<file path="config.mk">
export PLATFORM = sky130hd
export DESIGN_NAME = deadline_ordered_timer_queue_flat
export DESIGN_NICKNAME = d
export VERILOG_FILES = /design/src/design/dotq_pkg.sv /design/src/design/dotq_req_if.sv /design/src/design/dotq_rsp_if.sv /design/src/design/dotq_ram.sv /design/src/design/dotq_ctrl.sv /design/src/design/dotq_datapath.sv /design/src/design/deadline_ordered_timer_queue.sv /design/src/flat_wrapper.sv
export SDC_FILE = /design/constraint.sdc
export NUM_CORES = 2
export LEC_CHECK = 0
export BUFFER_PORTS_ARGS = -buffer_cell sky130_fd_sc_hd__buf_4
export CORE_ASPECT_RATIO = 1.4
export CORE_MARGIN = 3
export CORE_UTILIZATION = 62
export DETAILED_ROUTE_END_ITERATION = 10
export PLACE_DENSITY = 0.79
export SYNTH_ARGS = -nofsm -noshare
export SYNTH_HDL_FRONTEND = slang
export SYNTH_HIERARCHICAL = 1
export SYNTH_SLANG_ARGS = --single-unit
</file>
<file path="constraint.sdc">
create_clock -name clk -period 9.63 [get_ports clk]
set_input_delay 2.889 -clock clk [delete_from_list [all_inputs] [get_ports clk]]
set_output_delay 2.889 -clock clk [all_outputs]
set_load 0.01 [all_outputs]
</file>
<file path="src/design/dotq_pkg.sv">
// Shared types, constants and compare functions for the deadline-ordered timer queue.
// Used by the channel interfaces, the RAM wrapper users, the controller and the datapath.
package dotq_pkg;

	localparam int QUEUE_DEPTH = 16;
	localparam int CNT_W = $clog2(QUEUE_DEPTH + 1);
	localparam int ADDR_W = $clog2(QUEUE_DEPTH);
	localparam int TERM_W = 32;
	localparam int ID_W = 8;
	localparam int OP_W = 2;
	localparam int PEND_W = 5;

	localparam logic [TERM_W-1:0] HALFWAY_RESET = 32'h8000_0000;

	typedef enum logic [OP_W-1:0] {
		OP_POLL   = 2'd0,
		OP_SCHED  = 2'd1,
		OP_CANCEL = 2'd2
	} opcode_t;

	typedef struct packed {
		logic [TERM_W-1:0] term;
		logic [ID_W-1:0]   comp;
		logic [ID_W-1:0]   serv;
	} entry_t;

	localparam int ENTRY_W = $bits(entry_t);

	typedef enum logic [13:0] {
		ST_IDLE     = 14'h0001,
		ST_DISPATCH = 14'h0002,
		ST_POLL_CHK = 14'h0004,
		ST_REM_RD   = 14'h0008,
		ST_REM_WR   = 14'h0010,
		ST_SCH_HEAD = 14'h0020,
		ST_SCH_WALK = 14'h0040,
		ST_SCH_CMP  = 14'h0080,
		ST_SCH_DEC  = 14'h0100,
		ST_INS_RD   = 14'h0200,
		ST_INS_WR   = 14'h0400,
		ST_CAN_RD   = 14'h0800,
		ST_CAN_CHK  = 14'h1000,
		ST_FINISH   = 14'h2000
	} state_t;

	// Commands from the controller to the datapath.
	typedef struct packed {
		logic latch;
		logic rd_idx;
		logic rd_idx_inc;
		logic rd_idx_dec;
		logic wr_idx_rdata;
		logic wr_new_pos;
		logic idx_inc;
		logic idx_dec;
		logic idx_load_count;
		logic cur_load_rdata;
		logic pos_load;
		logic pos_clear;
		logic cnt_inc;
		logic cnt_dec;
		logic set_fired;
		logic set_found;
		logic set_full;
		logic out_load;
	} cmd_t;

	// Status from the datapath to the controller.
	typedef struct packed {
		opcode_t op;
		logic    cnt_zero;
		logic    cnt_full;
		logic    idx_inc_lt_cnt;
		logic    idx_lt_cnt;
		logic    idx_gt_pos;
		logic    head_due;
		logic    new_after_rd;
		logic    match;
		logic    out_free;
	} status_t;

	// True when a new entry with term t belongs after an entry with term other.
	function automatic logic goes_after(input logic [TERM_W-1:0] t,
			input logic [TERM_W-1:0] other, input logic [TERM_W-1:0] half);
		return ((t < half) && (other > half)) || (t > other);
	endfunction

	// True when an entry with term t has expired at time now.
	function automatic logic is_due(input logic [TERM_W-1:0] t,
			input logic [TERM_W-1:0] now, input logic [TERM_W-1:0] half);
		return (t <= now) || ((t >= half) && (now < half));
	endfunction

endpackage

</file>
<file path="src/design/dotq_req_if.sv">
// Request channel of the timer queue: valid/ready handshake with the item fields.
// Depends on dotq_pkg for the field widths.
interface dotq_req_if;
	logic                         valid;
	logic                         ready;
	logic [dotq_pkg::OP_W-1:0]    opcode;
	logic [dotq_pkg::TERM_W-1:0]  now_ms;
	logic [dotq_pkg::ID_W-1:0]    component_id;
	logic [dotq_pkg::ID_W-1:0]    service_id;
	logic [dotq_pkg::TERM_W-1:0]  delay_ms;

	modport source (output valid, opcode, now_ms, component_id, service_id, delay_ms,
		input ready);
	modport sink (input valid, opcode, now_ms, component_id, service_id, delay_ms,
		output ready);
endinterface

</file>
<file path="src/design/dotq_rsp_if.sv">
// Response channel of the timer queue: valid/ready handshake with the result fields.
// Depends on dotq_pkg for the field widths.
interface dotq_rsp_if;
	logic                         valid;
	logic                         ready;
	logic                         fired;
	logic [dotq_pkg::ID_W-1:0]    fired_component;
	logic [dotq_pkg::ID_W-1:0]    fired_service;
	logic                         cancel_found;
	logic                         queue_full;
	logic [dotq_pkg::PEND_W-1:0]  pending_count;

	modport source (output valid, fired, fired_component, fired_service, cancel_found,
		queue_full, pending_count, input ready);
	modport sink (input valid, fired, fired_component, fired_service, cancel_found,
		queue_full, pending_count, output ready);
endinterface

</file>
<file path="src/design/dotq_ram.sv">
// Generic single-write, single-read RAM with a registered read port.
// No dependencies.
module dotq_ram #(
	parameter int WIDTH = 8,
	parameter int DEPTH = 16
) (
	input  logic                     clk,
	input  logic                     we,
	input  logic [$clog2(DEPTH)-1:0] waddr,
	input  logic [WIDTH-1:0]         wdata,
	input  logic                     re,
	input  logic [$clog2(DEPTH)-1:0] raddr,
	output logic [WIDTH-1:0]         rdata
);

	logic [WIDTH-1:0] mem_q [DEPTH];

	always_ff @(posedge clk) begin
		if (we) begin
			mem_q[waddr] <= wdata;
		end
		if (re) begin
			rdata <= mem_q[raddr];
		end
	end

endmodule

</file>
<file path="src/design/dotq_ctrl.sv">
// Controller state machine of the timer queue: sequences RAM walks and shifts.
// Depends on dotq_pkg for the state, command and status types.
module dotq_ctrl (
	input  logic              clk,
	input  logic              arst_n,
	input  logic              req_valid,
	output logic              req_ready,
	input  dotq_pkg::status_t status,
	output dotq_pkg::cmd_t    cmd
);

	dotq_pkg::state_t state_q, state_d;

	assign req_ready = (state_q == dotq_pkg::ST_IDLE);

	always_comb begin
		cmd = '0;
		state_d = state_q;
		unique case (state_q)
			dotq_pkg::ST_IDLE: begin
				if (req_valid) begin
					cmd.latch = 1'b1;
					state_d = dotq_pkg::ST_DISPATCH;
				end
			end
			dotq_pkg::ST_DISPATCH: begin
				unique case (status.op)
					dotq_pkg::OP_POLL: begin
						if (status.cnt_zero) begin
							state_d = dotq_pkg::ST_FINISH;
						end else begin
							cmd.rd_idx = 1'b1;
							state_d = dotq_pkg::ST_POLL_CHK;
						end
					end
					dotq_pkg::OP_SCHED: begin
						if (status.cnt_full) begin
							cmd.set_full = 1'b1;
							state_d = dotq_pkg::ST_FINISH;
						end else if (status.cnt_zero) begin
							cmd.pos_clear = 1'b1;
							cmd.idx_load_count = 1'b1;
							state_d = dotq_pkg::ST_INS_RD;
						end else begin
							cmd.rd_idx = 1'b1;
							state_d = dotq_pkg::ST_SCH_HEAD;
						end
					end
					dotq_pkg::OP_CANCEL: begin
						state_d = dotq_pkg::ST_CAN_RD;
					end
					default: begin
						state_d = dotq_pkg::ST_FINISH;
					end
				endcase
			end
			dotq_pkg::ST_POLL_CHK: begin
				if (status.head_due) begin
					cmd.set_fired = 1'b1;
					state_d = dotq_pkg::ST_REM_RD;
				end else begin
					state_d = dotq_pkg::ST_FINISH;
				end
			end
			// Removal closes the gap at idx by moving each later entry down one slot.
			dotq_pkg::ST_REM_RD: begin
				if (status.idx_inc_lt_cnt) begin
					cmd.rd_idx_inc = 1'b1;
					state_d = dotq_pkg::ST_REM_WR;
				end else begin
					cmd.cnt_dec = 1'b1;
					state_d = dotq_pkg::ST_FINISH;
				end
			end
			dotq_pkg::ST_REM_WR: begin
				cmd.wr_idx_rdata = 1'b1;
				cmd.idx_inc = 1'b1;
				state_d = dotq_pkg::ST_REM_RD;
			end
			dotq_pkg::ST_SCH_HEAD: begin
				cmd.cur_load_rdata = 1'b1;
				state_d = dotq_pkg::ST_SCH_WALK;
			end
			dotq_pkg::ST_SCH_WALK: begin
				if (status.idx_inc_lt_cnt) begin
					cmd.rd_idx_inc = 1'b1;
					state_d = dotq_pkg::ST_SCH_CMP;
				end else begin
					state_d = dotq_pkg::ST_SCH_DEC;
				end
			end
			dotq_pkg::ST_SCH_CMP: begin
				if (status.new_after_rd) begin
					cmd.idx_inc = 1'b1;
					cmd.cur_load_rdata = 1'b1;
					state_d = dotq_pkg::ST_SCH_WALK;
				end else begin
					state_d = dotq_pkg::ST_SCH_DEC;
				end
			end
			dotq_pkg::ST_SCH_DEC: begin
				cmd.pos_load = 1'b1;
				cmd.idx_load_count = 1'b1;
				state_d = dotq_pkg::ST_INS_RD;
			end
			// Insertion opens a slot at pos by moving entries up, starting at the tail.
			dotq_pkg::ST_INS_RD: begin
				if (status.idx_gt_pos) begin
					cmd.rd_idx_dec = 1'b1;
					state_d = dotq_pkg::ST_INS_WR;
				end else begin
					cmd.wr_new_pos = 1'b1;
					cmd.cnt_inc = 1'b1;
					state_d = dotq_pkg::ST_FINISH;
				end
			end
			dotq_pkg::ST_INS_WR: begin
				cmd.wr_idx_rdata = 1'b1;
				cmd.idx_dec = 1'b1;
				state_d = dotq_pkg::ST_INS_RD;
			end
			dotq_pkg::ST_CAN_RD: begin
				if (status.idx_lt_cnt) begin
					cmd.rd_idx = 1'b1;
					state_d = dotq_pkg::ST_CAN_CHK;
				end else begin
					state_d = dotq_pkg::ST_FINISH;
				end
			end
			dotq_pkg::ST_CAN_CHK: begin
				if (status.match) begin
					cmd.set_found = 1'b1;
					state_d = dotq_pkg::ST_REM_RD;
				end else begin
					cmd.idx_inc = 1'b1;
					state_d = dotq_pkg::ST_CAN_RD;
				end
			end
			dotq_pkg::ST_FINISH: begin
				if (status.out_free) begin
					cmd.out_load = 1'b1;
					state_d = dotq_pkg::ST_IDLE;
				end
			end
			default: begin
				state_d = dotq_pkg::ST_IDLE;
			end
		endcase
	end

	always_ff @(posedge clk or negedge arst_n) begin
		if (!arst_n) begin
			state_q <= dotq_pkg::ST_IDLE;
		end else begin
			state_q <= state_d;
		end
	end

	// A finished result waits in place until the output register can take it.
	a_finish_holds: assert property (@(posedge clk) disable iff (!arst_n)
		(state_q == dotq_pkg::ST_FINISH) && !status.out_free
		|=> state_q == dotq_pkg::ST_FINISH)
		else $error("result lost while output register busy");

endmodule

</file>
<file path="src/design/dotq_datapath.sv">
// Datapath of the timer queue: entry RAM, index and count registers, compares, result register.
// Depends on dotq_pkg and dotq_ram.
module dotq_datapath (
	input  logic                         clk,
	input  logic                         arst_n,
	input  logic                         cfg_we,
	input  logic [dotq_pkg::TERM_W-1:0]  cfg_wdata,
	input  logic [dotq_pkg::OP_W-1:0]    opcode,
	input  logic [dotq_pkg::TERM_W-1:0]  now_ms,
	input  logic [dotq_pkg::ID_W-1:0]    component_id,
	input  logic [dotq_pkg::ID_W-1:0]    service_id,
	input  logic [dotq_pkg::TERM_W-1:0]  delay_ms,
	input  logic                         rsp_ready,
	output logic                         rsp_valid,
	output logic                         fired,
	output logic [dotq_pkg::ID_W-1:0]    fired_component,
	output logic [dotq_pkg::ID_W-1:0]    fired_service,
	output logic                         cancel_found,
	output logic                         queue_full,
	output logic [dotq_pkg::PEND_W-1:0]  pending_count,
	input  dotq_pkg::cmd_t               cmd,
	output dotq_pkg::status_t            status
);

	logic [dotq_pkg::TERM_W-1:0] half_q;
	dotq_pkg::opcode_t           op_q;
	logic [dotq_pkg::TERM_W-1:0] now_q;
	logic [dotq_pkg::TERM_W-1:0] term_q;
	logic [dotq_pkg::ID_W-1:0]   comp_q;
	logic [dotq_pkg::ID_W-1:0]   serv_q;
	logic [dotq_pkg::TERM_W-1:0] cur_term_q;
	logic [dotq_pkg::CNT_W-1:0]  idx_q;
	logic [dotq_pkg::CNT_W-1:0]  pos_q;
	logic [dotq_pkg::CNT_W-1:0]  count_q;
	logic                        fired_q;
	logic [dotq_pkg::ID_W-1:0]   fc_q;
	logic [dotq_pkg::ID_W-1:0]   fs_q;
	logic                        found_q;
	logic                        full_q;

	logic [dotq_pkg::CNT_W-1:0]  idx_inc;
	logic [dotq_pkg::CNT_W-1:0]  idx_dec;
	logic [dotq_pkg::TERM_W-1:0] delay_eff;
	logic                        ram_we;
	logic [dotq_pkg::ADDR_W-1:0] ram_waddr;
	logic [dotq_pkg::ENTRY_W-1:0] ram_wdata;
	logic                        ram_re;
	logic [dotq_pkg::ADDR_W-1:0] ram_raddr;
	logic [dotq_pkg::ENTRY_W-1:0] ram_rdata;
	dotq_pkg::entry_t            rd_entry;
	dotq_pkg::entry_t            new_entry;

	assign idx_inc = idx_q + dotq_pkg::CNT_W'(1);
	assign idx_dec = idx_q - dotq_pkg::CNT_W'(1);
	assign delay_eff = (delay_ms == '0) ? dotq_pkg::TERM_W'(1) : delay_ms;
	assign rd_entry = dotq_pkg::entry_t'(ram_rdata);
	assign new_entry = '{term: term_q, comp: comp_q, serv: serv_q};

	// Entry store: one read and one write per cycle.
	assign ram_re = cmd.rd_idx || cmd.rd_idx_inc || cmd.rd_idx_dec;
	always_comb begin
		if (cmd.rd_idx_inc) begin
			ram_raddr = idx_inc[dotq_pkg::ADDR_W-1:0];
		end else if (cmd.rd_idx_dec) begin
			ram_raddr = idx_dec[dotq_pkg::ADDR_W-1:0];
		end else begin
			ram_raddr = idx_q[dotq_pkg::ADDR_W-1:0];
		end
	end

	assign ram_we = cmd.wr_idx_rdata || cmd.wr_new_pos;
	assign ram_waddr = cmd.wr_new_pos ? pos_q[dotq_pkg::ADDR_W-1:0]
		: idx_q[dotq_pkg::ADDR_W-1:0];
	assign ram_wdata = cmd.wr_new_pos ? new_entry : ram_rdata;

	dotq_ram #(
		.WIDTH(dotq_pkg::ENTRY_W),
		.DEPTH(dotq_pkg::QUEUE_DEPTH)
	) u_ram (
		.clk   (clk),
		.we    (ram_we),
		.waddr (ram_waddr),
		.wdata (ram_wdata),
		.re    (ram_re),
		.raddr (ram_raddr),
		.rdata (ram_rdata)
	);

	always_ff @(posedge clk or negedge arst_n) begin
		if (!arst_n) begin
			half_q <= dotq_pkg::HALFWAY_RESET;
		end else if (cfg_we) begin
			half_q <= cfg_wdata;
		end
	end

	// Item fields; the new term wraps modulo 2^32.
	always_ff @(posedge clk) begin
		if (cmd.latch) begin
			op_q <= dotq_pkg::opcode_t'(opcode);
			now_q <= now_ms;
			term_q <= now_ms + delay_eff;
			comp_q <= component_id;
			serv_q <= service_id;
		end
		if (cmd.cur_load_rdata) begin
			cur_term_q <= rd_entry.term;
		end
	end

	always_ff @(posedge clk or negedge arst_n) begin
		if (!arst_n) begin
			idx_q <= '0;
			pos_q <= '0;
			count_q <= '0;
		end else begin
			if (cmd.latch) begin
				idx_q <= '0;
			end else if (cmd.idx_inc) begin
				idx_q <= idx_inc;
			end else if (cmd.idx_dec) begin
				idx_q <= idx_dec;
			end else if (cmd.idx_load_count) begin
				idx_q <= count_q;
			end

			if (cmd.pos_clear) begin
				pos_q <= '0;
			end else if (cmd.pos_load) begin
				pos_q <= dotq_pkg::goes_after(term_q, cur_term_q, half_q) ? idx_inc : '0;
			end

			if (cmd.cnt_inc) begin
				count_q <= count_q + dotq_pkg::CNT_W'(1);
			end else if (cmd.cnt_dec) begin
				count_q <= count_q - dotq_pkg::CNT_W'(1);
			end
		end
	end

	always_ff @(posedge clk or negedge arst_n) begin
		if (!arst_n) begin
			fired_q <= 1'b0;
			fc_q <= '0;
			fs_q <= '0;
			found_q <= 1'b0;
			full_q <= 1'b0;
		end else if (cmd.latch) begin
			fired_q <= 1'b0;
			fc_q <= '0;
			fs_q <= '0;
			found_q <= 1'b0;
			full_q <= 1'b0;
		end else begin
			if (cmd.set_fired) begin
				fired_q <= 1'b1;
				fc_q <= rd_entry.comp;
				fs_q <= rd_entry.serv;
			end
			if (cmd.set_found) begin
				found_q <= 1'b1;
			end
			if (cmd.set_full) begin
				full_q <= 1'b1;
			end
		end
	end

	// Output register: a finished result waits here while the next item is taken.
	always_ff @(posedge clk or negedge arst_n) begin
		if (!arst_n) begin
			rsp_valid <= 1'b0;
		end else if (cmd.out_load) begin
			rsp_valid <= 1'b1;
		end else if (rsp_ready) begin
			rsp_valid <= 1'b0;
		end
	end

	always_ff @(posedge clk) begin
		if (cmd.out_load) begin
			fired <= fired_q;
			fired_component <= fc_q;
			fired_service <= fs_q;
			cancel_found <= found_q;
			queue_full <= full_q;
			pending_count <= dotq_pkg::PEND_W'(count_q);
		end
	end

	always_comb begin
		status.op = op_q;
		status.cnt_zero = (count_q == '0);
		status.cnt_full = (count_q >= dotq_pkg::CNT_W'(dotq_pkg::QUEUE_DEPTH));
		status.idx_inc_lt_cnt = (idx_inc < count_q);
		status.idx_lt_cnt = (idx_q < count_q);
		status.idx_gt_pos = (idx_q > pos_q);
		status.head_due = dotq_pkg::is_due(rd_entry.term, now_q, half_q);
		status.new_after_rd = dotq_pkg::goes_after(term_q, rd_entry.term, half_q);
		status.match = (rd_entry.comp == comp_q) && (rd_entry.serv == serv_q);
		status.out_free = !rsp_valid || rsp_ready;
	end

	a_count_bound: assert property (@(posedge clk) disable iff (!arst_n)
		count_q <= dotq_pkg::CNT_W'(dotq_pkg::QUEUE_DEPTH))
		else $error("entry count above queue depth");

	a_count_step: assert property (@(posedge clk) disable iff (!arst_n)
		(count_q != $past(count_q)) |->
		((count_q == $past(count_q) + dotq_pkg::CNT_W'(1))
		|| (count_q == $past(count_q) - dotq_pkg::CNT_W'(1))))
		else $error("entry count moved by more than one");

	a_one_flag: assert property (@(posedge clk) disable iff (!arst_n)
		rsp_valid |-> ($countones({fired, cancel_found, queue_full}) <= 1))
		else $error("more than one result flag set");

endmodule

</file>
<file path="src/design/deadline_ordered_timer_queue.sv">
// Top level of the deadline-ordered timer queue: controller plus datapath.
// Depends on dotq_pkg, dotq_req_if, dotq_rsp_if, dotq_ctrl and dotq_datapath.
//
// The queue holds up to QUEUE_DEPTH timers sorted by term in a single RAM with a
// registered read, so every entry visited or moved is first read and then used or
// written back. A poll on an empty table finishes without a read; otherwise it reads the
// head and, when the head is due, fires it and moves every later entry down one slot. A
// schedule on a full table reports queue_full; otherwise it walks past the entries that
// the new term goes after, moves the later entries up from the tail to open the slot
// and writes the new entry there. A cancel scans for a matching component and service
// and, when found, moves every later entry down; an unused opcode changes nothing. A
// result waits while the output register stays occupied. One item is worked at a time;
// the result sits in an output register, so the next request transfer is taken while it
// waits. The halfway threshold must be written through cfg_we/cfg_wdata only while the
// block is idle; the block itself does not enforce this.
module deadline_ordered_timer_queue (
	input  logic                         clk,
	input  logic                         arst_n,
	input  logic                         cfg_we,
	input  logic [dotq_pkg::TERM_W-1:0]  cfg_wdata,
	dotq_req_if.sink                     req,
	dotq_rsp_if.source                   rsp
);

	dotq_pkg::cmd_t    cmd;
	dotq_pkg::status_t status;

	dotq_ctrl u_ctrl (
		.clk       (clk),
		.arst_n    (arst_n),
		.req_valid (req.valid),
		.req_ready (req.ready),
		.status    (status),
		.cmd       (cmd)
	);

	dotq_datapath u_datapath (
		.clk             (clk),
		.arst_n          (arst_n),
		.cfg_we          (cfg_we),
		.cfg_wdata       (cfg_wdata),
		.opcode          (req.opcode),
		.now_ms          (req.now_ms),
		.component_id    (req.component_id),
		.service_id      (req.service_id),
		.delay_ms        (req.delay_ms),
		.rsp_ready       (rsp.ready),
		.rsp_valid       (rsp.valid),
		.fired           (rsp.fired),
		.fired_component (rsp.fired_component),
		.fired_service   (rsp.fired_service),
		.cancel_found    (rsp.cancel_found),
		.queue_full      (rsp.queue_full),
		.pending_count   (rsp.pending_count),
		.cmd             (cmd),
		.status          (status)
	);

endmodule
</file>
<file path="src/flat_wrapper.sv">
// flat-port wrapper written by rule: the top's interface ports become plain ports
module deadline_ordered_timer_queue_flat 
  (clk, arst_n, cfg_we, cfg_wdata, req_valid, req_opcode, req_now_ms, req_component_id, req_service_id, req_delay_ms, req_ready, rsp_valid, rsp_fired, rsp_fired_component, rsp_fired_service, rsp_cancel_found, rsp_queue_full, rsp_pending_count, rsp_ready);
  dotq_req_if req_i ();
  dotq_rsp_if rsp_i ();
  input  logic clk;
  input  logic arst_n;
  input  logic cfg_we;
  input  logic [dotq_pkg::TERM_W-1:0] cfg_wdata;
  input wire logic [$bits(req_i.valid)-1:0] req_valid;
  input wire logic [$bits(req_i.opcode)-1:0] req_opcode;
  input wire logic [$bits(req_i.now_ms)-1:0] req_now_ms;
  input wire logic [$bits(req_i.component_id)-1:0] req_component_id;
  input wire logic [$bits(req_i.service_id)-1:0] req_service_id;
  input wire logic [$bits(req_i.delay_ms)-1:0] req_delay_ms;
  output wire logic [$bits(req_i.ready)-1:0] req_ready;
  output wire logic [$bits(rsp_i.valid)-1:0] rsp_valid;
  output wire logic [$bits(rsp_i.fired)-1:0] rsp_fired;
  output wire logic [$bits(rsp_i.fired_component)-1:0] rsp_fired_component;
  output wire logic [$bits(rsp_i.fired_service)-1:0] rsp_fired_service;
  output wire logic [$bits(rsp_i.cancel_found)-1:0] rsp_cancel_found;
  output wire logic [$bits(rsp_i.queue_full)-1:0] rsp_queue_full;
  output wire logic [$bits(rsp_i.pending_count)-1:0] rsp_pending_count;
  input wire logic [$bits(rsp_i.ready)-1:0] rsp_ready;
  assign req_i.valid = req_valid;
  assign req_i.opcode = req_opcode;
  assign req_i.now_ms = req_now_ms;
  assign req_i.component_id = req_component_id;
  assign req_i.service_id = req_service_id;
  assign req_i.delay_ms = req_delay_ms;
  assign req_ready = req_i.ready;
  assign rsp_valid = rsp_i.valid;
  assign rsp_fired = rsp_i.fired;
  assign rsp_fired_component = rsp_i.fired_component;
  assign rsp_fired_service = rsp_i.fired_service;
  assign rsp_cancel_found = rsp_i.cancel_found;
  assign rsp_queue_full = rsp_i.queue_full;
  assign rsp_pending_count = rsp_i.pending_count;
  assign rsp_i.ready = rsp_ready;
  deadline_ordered_timer_queue u_core (.clk(clk), .arst_n(arst_n), .cfg_we(cfg_we), .cfg_wdata(cfg_wdata), .req(req_i), .rsp(rsp_i));
endmodule
</file>
==> summary.txt <==
Routing
  – DRC Markers: 0
  – Vias/cell: 6.684
  – WL final: around 120 mm
  – Routed length per placed instance: 28.58 um
  – Pre-Repair DR Iteration Count: 5
  – Initial drt markers: 2899
  – Via count: 27.28k
  – Antenna viol nets, final: 0

Clocking
  – Later-pin clock latency in the skew report: about 680 ps
  – Max clock buf depth: 3
  – Hold buffer count at CTS: 0
  – CTS root buf: clkbuf_16
  – H-tree depth: 3
  – Resize count post-CTS: 0
  – TritonCTS clock tree: built
  – Post-CTS Repair Setup Buffers: 0
  – Clock transition at path regs: 70 ps
  – Sink Count: 1035
  – CTS buffer count: 95

Floorplan
  – Core outline area: 73340 um^2
  – Die area: 77920 um^2
  – # IOs: 145
  – Die height: 329.1 um
  – Rows: 117
  – Die Wd: 236.8 um
  – Starting Density: 63.03%

Power and ir drop
  – Leakage Power: 18.27 nW
  – Pwr dens: 219.5 nW/um^2
  – Peak supply drop: ~0.23 mV

Placed design
  – IO Port Bufs: around 140
  – Dpl cell area: 48530 um^2
  – GP Congestion: 0.9285
  – DP Wirelength: roughly 67 mm

Synth
  – Synth top area share: 61.97%
  – Commonest cells in the synthesized netlist: edfxtp_1, ha_1, mux4_2
  – Top-count cell post-synth: edfxtp_1
  – Register area share after synthesis: 66.36%
  – Cells after Synth: a little under 3k
  – Synth Warn #: 6
  – Mux share of post-synthesis cell area: between 10% and 20%
  – Post-synthesis xor/xnor area fraction: 1.213%
  – Area leader, netlist: edfxtp_1
  – Synthesis-stage register bit count: 1035
  – Synth Area per Inst: 16.02 um^2
  – Simple-gate share of the synthesized area: under 10%
  – Post-synth EDFFs: 954
  – Largest family of logic cells by synthesized area: multiplexers
  – Compound-Gate Fraction of Synth Area: 6.731%
  – Syn Std Cell Area: 46230 um^2
  – Synth Area in Adders: 7.421%
  – Ys flop type: edfxtp_1
  – Top post-synthesis cells by area: edfxtp_1, mux4_2, ha_1, dfrtp_1, a22oi_1
  – Synth Net Count: 3277
  – Count of cell types in the netlist: 76
  – Async SR Flop Fraction: 7.826%

Worst setup path
  – WS Path Type: reg2reg
  – WP data required: 9920 ps
  – Reg2Reg Depth: 16
  – Crit end category: flop
  – CP startpoint kind: flop
  – Reg2reg setup slack: 3800 ps
  – Crit-path max FO: 71
  – Critical path arrival: 6130 ps
  – Worst R2R End: u_core/u_datapath/u_ram/mem_q[9][15]$_DFFE_PP_
  – Worst reg2reg startpoint: u_core/u_datapath/idx_q[0]$_DFFE_PN0P_

GRT
  – Congestion Overflow GR: 0
  – Largest net degree at the start of global routing: between 150 and 200
  – GRT Total Usage: 30.11%
  – Vias in the first global route: about 29k
  – Initial antenna violation count: 0
  – First-pass GRT wire length: 174.5 mm

Cells and area
  – NumNets Final: 3443
  – Layout cells sized above 1: 18.98%
  – Layout area overhead: 11.58%
  – Antenna diodes: 0
  – Fillers: roughly 4.4k
  – Design Area, Final: 51580 um^2

Timing
  – Hold Vio Cnt, Final: 0
  – Final Skew: 22.19 ps
  – RSZ-0062 raised after global routing: no
  – Final setup fails: 0
  – Final worst-path cycle share: 60.54%
  – Max-slew headroom: 11.29%
  – TNS Setup: 0 ps
  – Worst Max-Slew Pin Slew: 1318 ps
  – Final Slew Violations: 0
  – Max Fclk: ~0.17 GHz
  – Period minus WS final: between 5000 and 6000 ps

Flow run
  – MaxCap Viol Count: 0

Worst hold path
  – Hold path depth: 0
  – Worst Hold End: u_core/u_datapath/fired_component[3]$_DFFE_PP_
  – Worst min path class: reg2reg
  – Worst hold start: u_core/u_datapath/fc_q[3]$_DFFE_PN0P_

Outcome
  – Status: finished clean
-- final cells by class --
| cell class | instances | area (um^2) | area share (%) |
|---|---|---|---|
| inverter | 163 | 611.8 | 1.186 |
| multi-input combinational | 1557 | 14530 | 28.17 |
| clock buffer | 126 | 2545 | 4.934 |
| clock inverter | 50 | 504.2 | 0.9776 |
| timing repair buffer | 199 | 1519 | 2.945 |
| tap | 952 | 1191 | 2.309 |
| sequential | 1035 | 30680 | 59.47 |
-- placed cells by master, fill, tap and decap left out, drive strengths merged, types with 6 or more instances in the layout --
master / Yosys / routed
edfxtp: 954 / 954
ha: 271 / 271
buf: 49 / 199
mux4: 192 / 192
nand2: 182 / 182
inv: 163 / 169
o21ai: 130 / 130
clkbuf: 81 / 126
a21oi: 102 / 102
nor2: 100 / 100
a22oi: 97 / 97
dfrtp: 79 / 79
a21o: 57 / 57
nand4: 46 / 46
xnor2: 45 / 45
nor4: 33 / 33
clkinv: 0 / 33
nand3: 32 / 32
nor2b: 23 / 23
nor3: 23 / 23
mux2: 22 / 22
xor2: 19 / 19
nand2b: 18 / 18
o21a: 16 / 16
mux2i: 16 / 16
and3: 10 / 10
or3: 9 / 9
and2: 9 / 9
a211oi: 8 / 8
o211ai: 8 / 8
a31oi: 7 / 7
a2111oi: 7 / 7
clkinvlp: 0 / 6
o21bai: 6 / 6
nor4b: 6 / 6
-- sequential cells by signal, summed over array words and instances, names as in the netlist, 8 cells and up --
name / cells
u_core/u_datapath/cur_term_q: 32
u_core/u_datapath/u_ram/mem_q: 768
u_core/u_datapath/u_ram/rdata: 48
u_core/u_datapath/now_q: 32
u_core/u_datapath/fired_service: 8
u_core/u_datapath/fs_q: 8
u_core/u_datapath/term_q: 32
u_core/u_datapath/serv_q: 8
u_core/u_datapath/fc_q: 8
u_core/u_datapath/comp_q: 8
u_core/u_datapath/half_q: 32
u_core/u_ctrl/state_q: 14
u_core/u_datapath/fired_component: 8
-- per-layer routing --
metal | GRT usage [%] | wire [um] | up-vias
met5 | 0 | 0 | -
met4 | 16.76 | 6512 | 0
met3 | 4.363 | 10150 | 361
met2 | 50.57 | 59180 | 1597
met1 | 38.11 | 40820 | 13680
li1 | - | - | 11650
-- worst max-delay path: stages, from the launching register on --
cell      delay [ps]
dfrtp_1          480
inv_1            240
ha_1             200
nor2b_1           50
o21a_1           160
o21ai_0          140
nand2b_1          70
a21oi_1          140
a31oi_1          100
nor4_4           290
buf_4            400
buf_4            590
nand2_1          100
o21ai_0          440
nand2b_1         540
nor2_4           780
buf_4            670
-- per-stage QoR --
step                cells  total power [mW]  worst slack [ps]  util (%)  hold WS [ps]
floorplan            2885             6.953              2495         -         421.7
global placement     3906             7.544              3152     66.17         432.6
detailed placement   3906             7.627              3183     66.17         435.2
CTS                  4082             11.35              3837     70.33         444.0
global route         4082             11.75              3376     70.33         448.2
finish               4082             11.32              3800     70.33         443.8
-- report_power, final --
part	switching [mW]	internal [mW]	leakage [nW]	total (mW)
Combinational	1.25	0.905	7.13	2.16
Clock	1.70	2.02	1.47	3.72
Sequential	0.221	5.23	9.67	5.45
Total	3.17	8.15	18.3	11.3
-- how the worst max path moves through the flow --
stage / start / end / cells past startpoint
2_1_floorplan: u_core/u_datapath/idx_q[1]$_DFFE_PN0P_ / u_core/u_datapath/u_ram/mem_q[0][0]$_DFFE_PP_ / 14
3_3_place_gp: req_delay_ms[22] / u_core/u_datapath/term_q[30]$_DFFE_PP_ / 14
3_5_place_dp: req_delay_ms[22] / u_core/u_datapath/term_q[29]$_DFFE_PP_ / 13
6_report: u_core/u_datapath/idx_q[0]$_DFFE_PN0P_ / u_core/u_datapath/u_ram/mem_q[9][15]$_DFFE_PP_ / 16
5_1_grt: u_core/u_datapath/idx_q[0]$_DFFE_PN0P_ / u_core/u_datapath/u_ram/rdata[28]$_DFFE_PP_ / 16
4_1_cts: u_core/u_datapath/idx_q[1]$_DFFE_PN0P_ / u_core/u_datapath/u_ram/mem_q[9][29]$_DFFE_PP_ / 15
-- cells by family (layout without fill, tap and decap cells) --
kind of cell    after synthesis  in the layout
simple gates                509            509
compound gates              481            481
fa+ha+maj                   273            273
buf+inv                     293            538
xor+xnor                     64             64
flops                      1035           1035
mux                         230            230
Power figures use the tool's default switching activity.
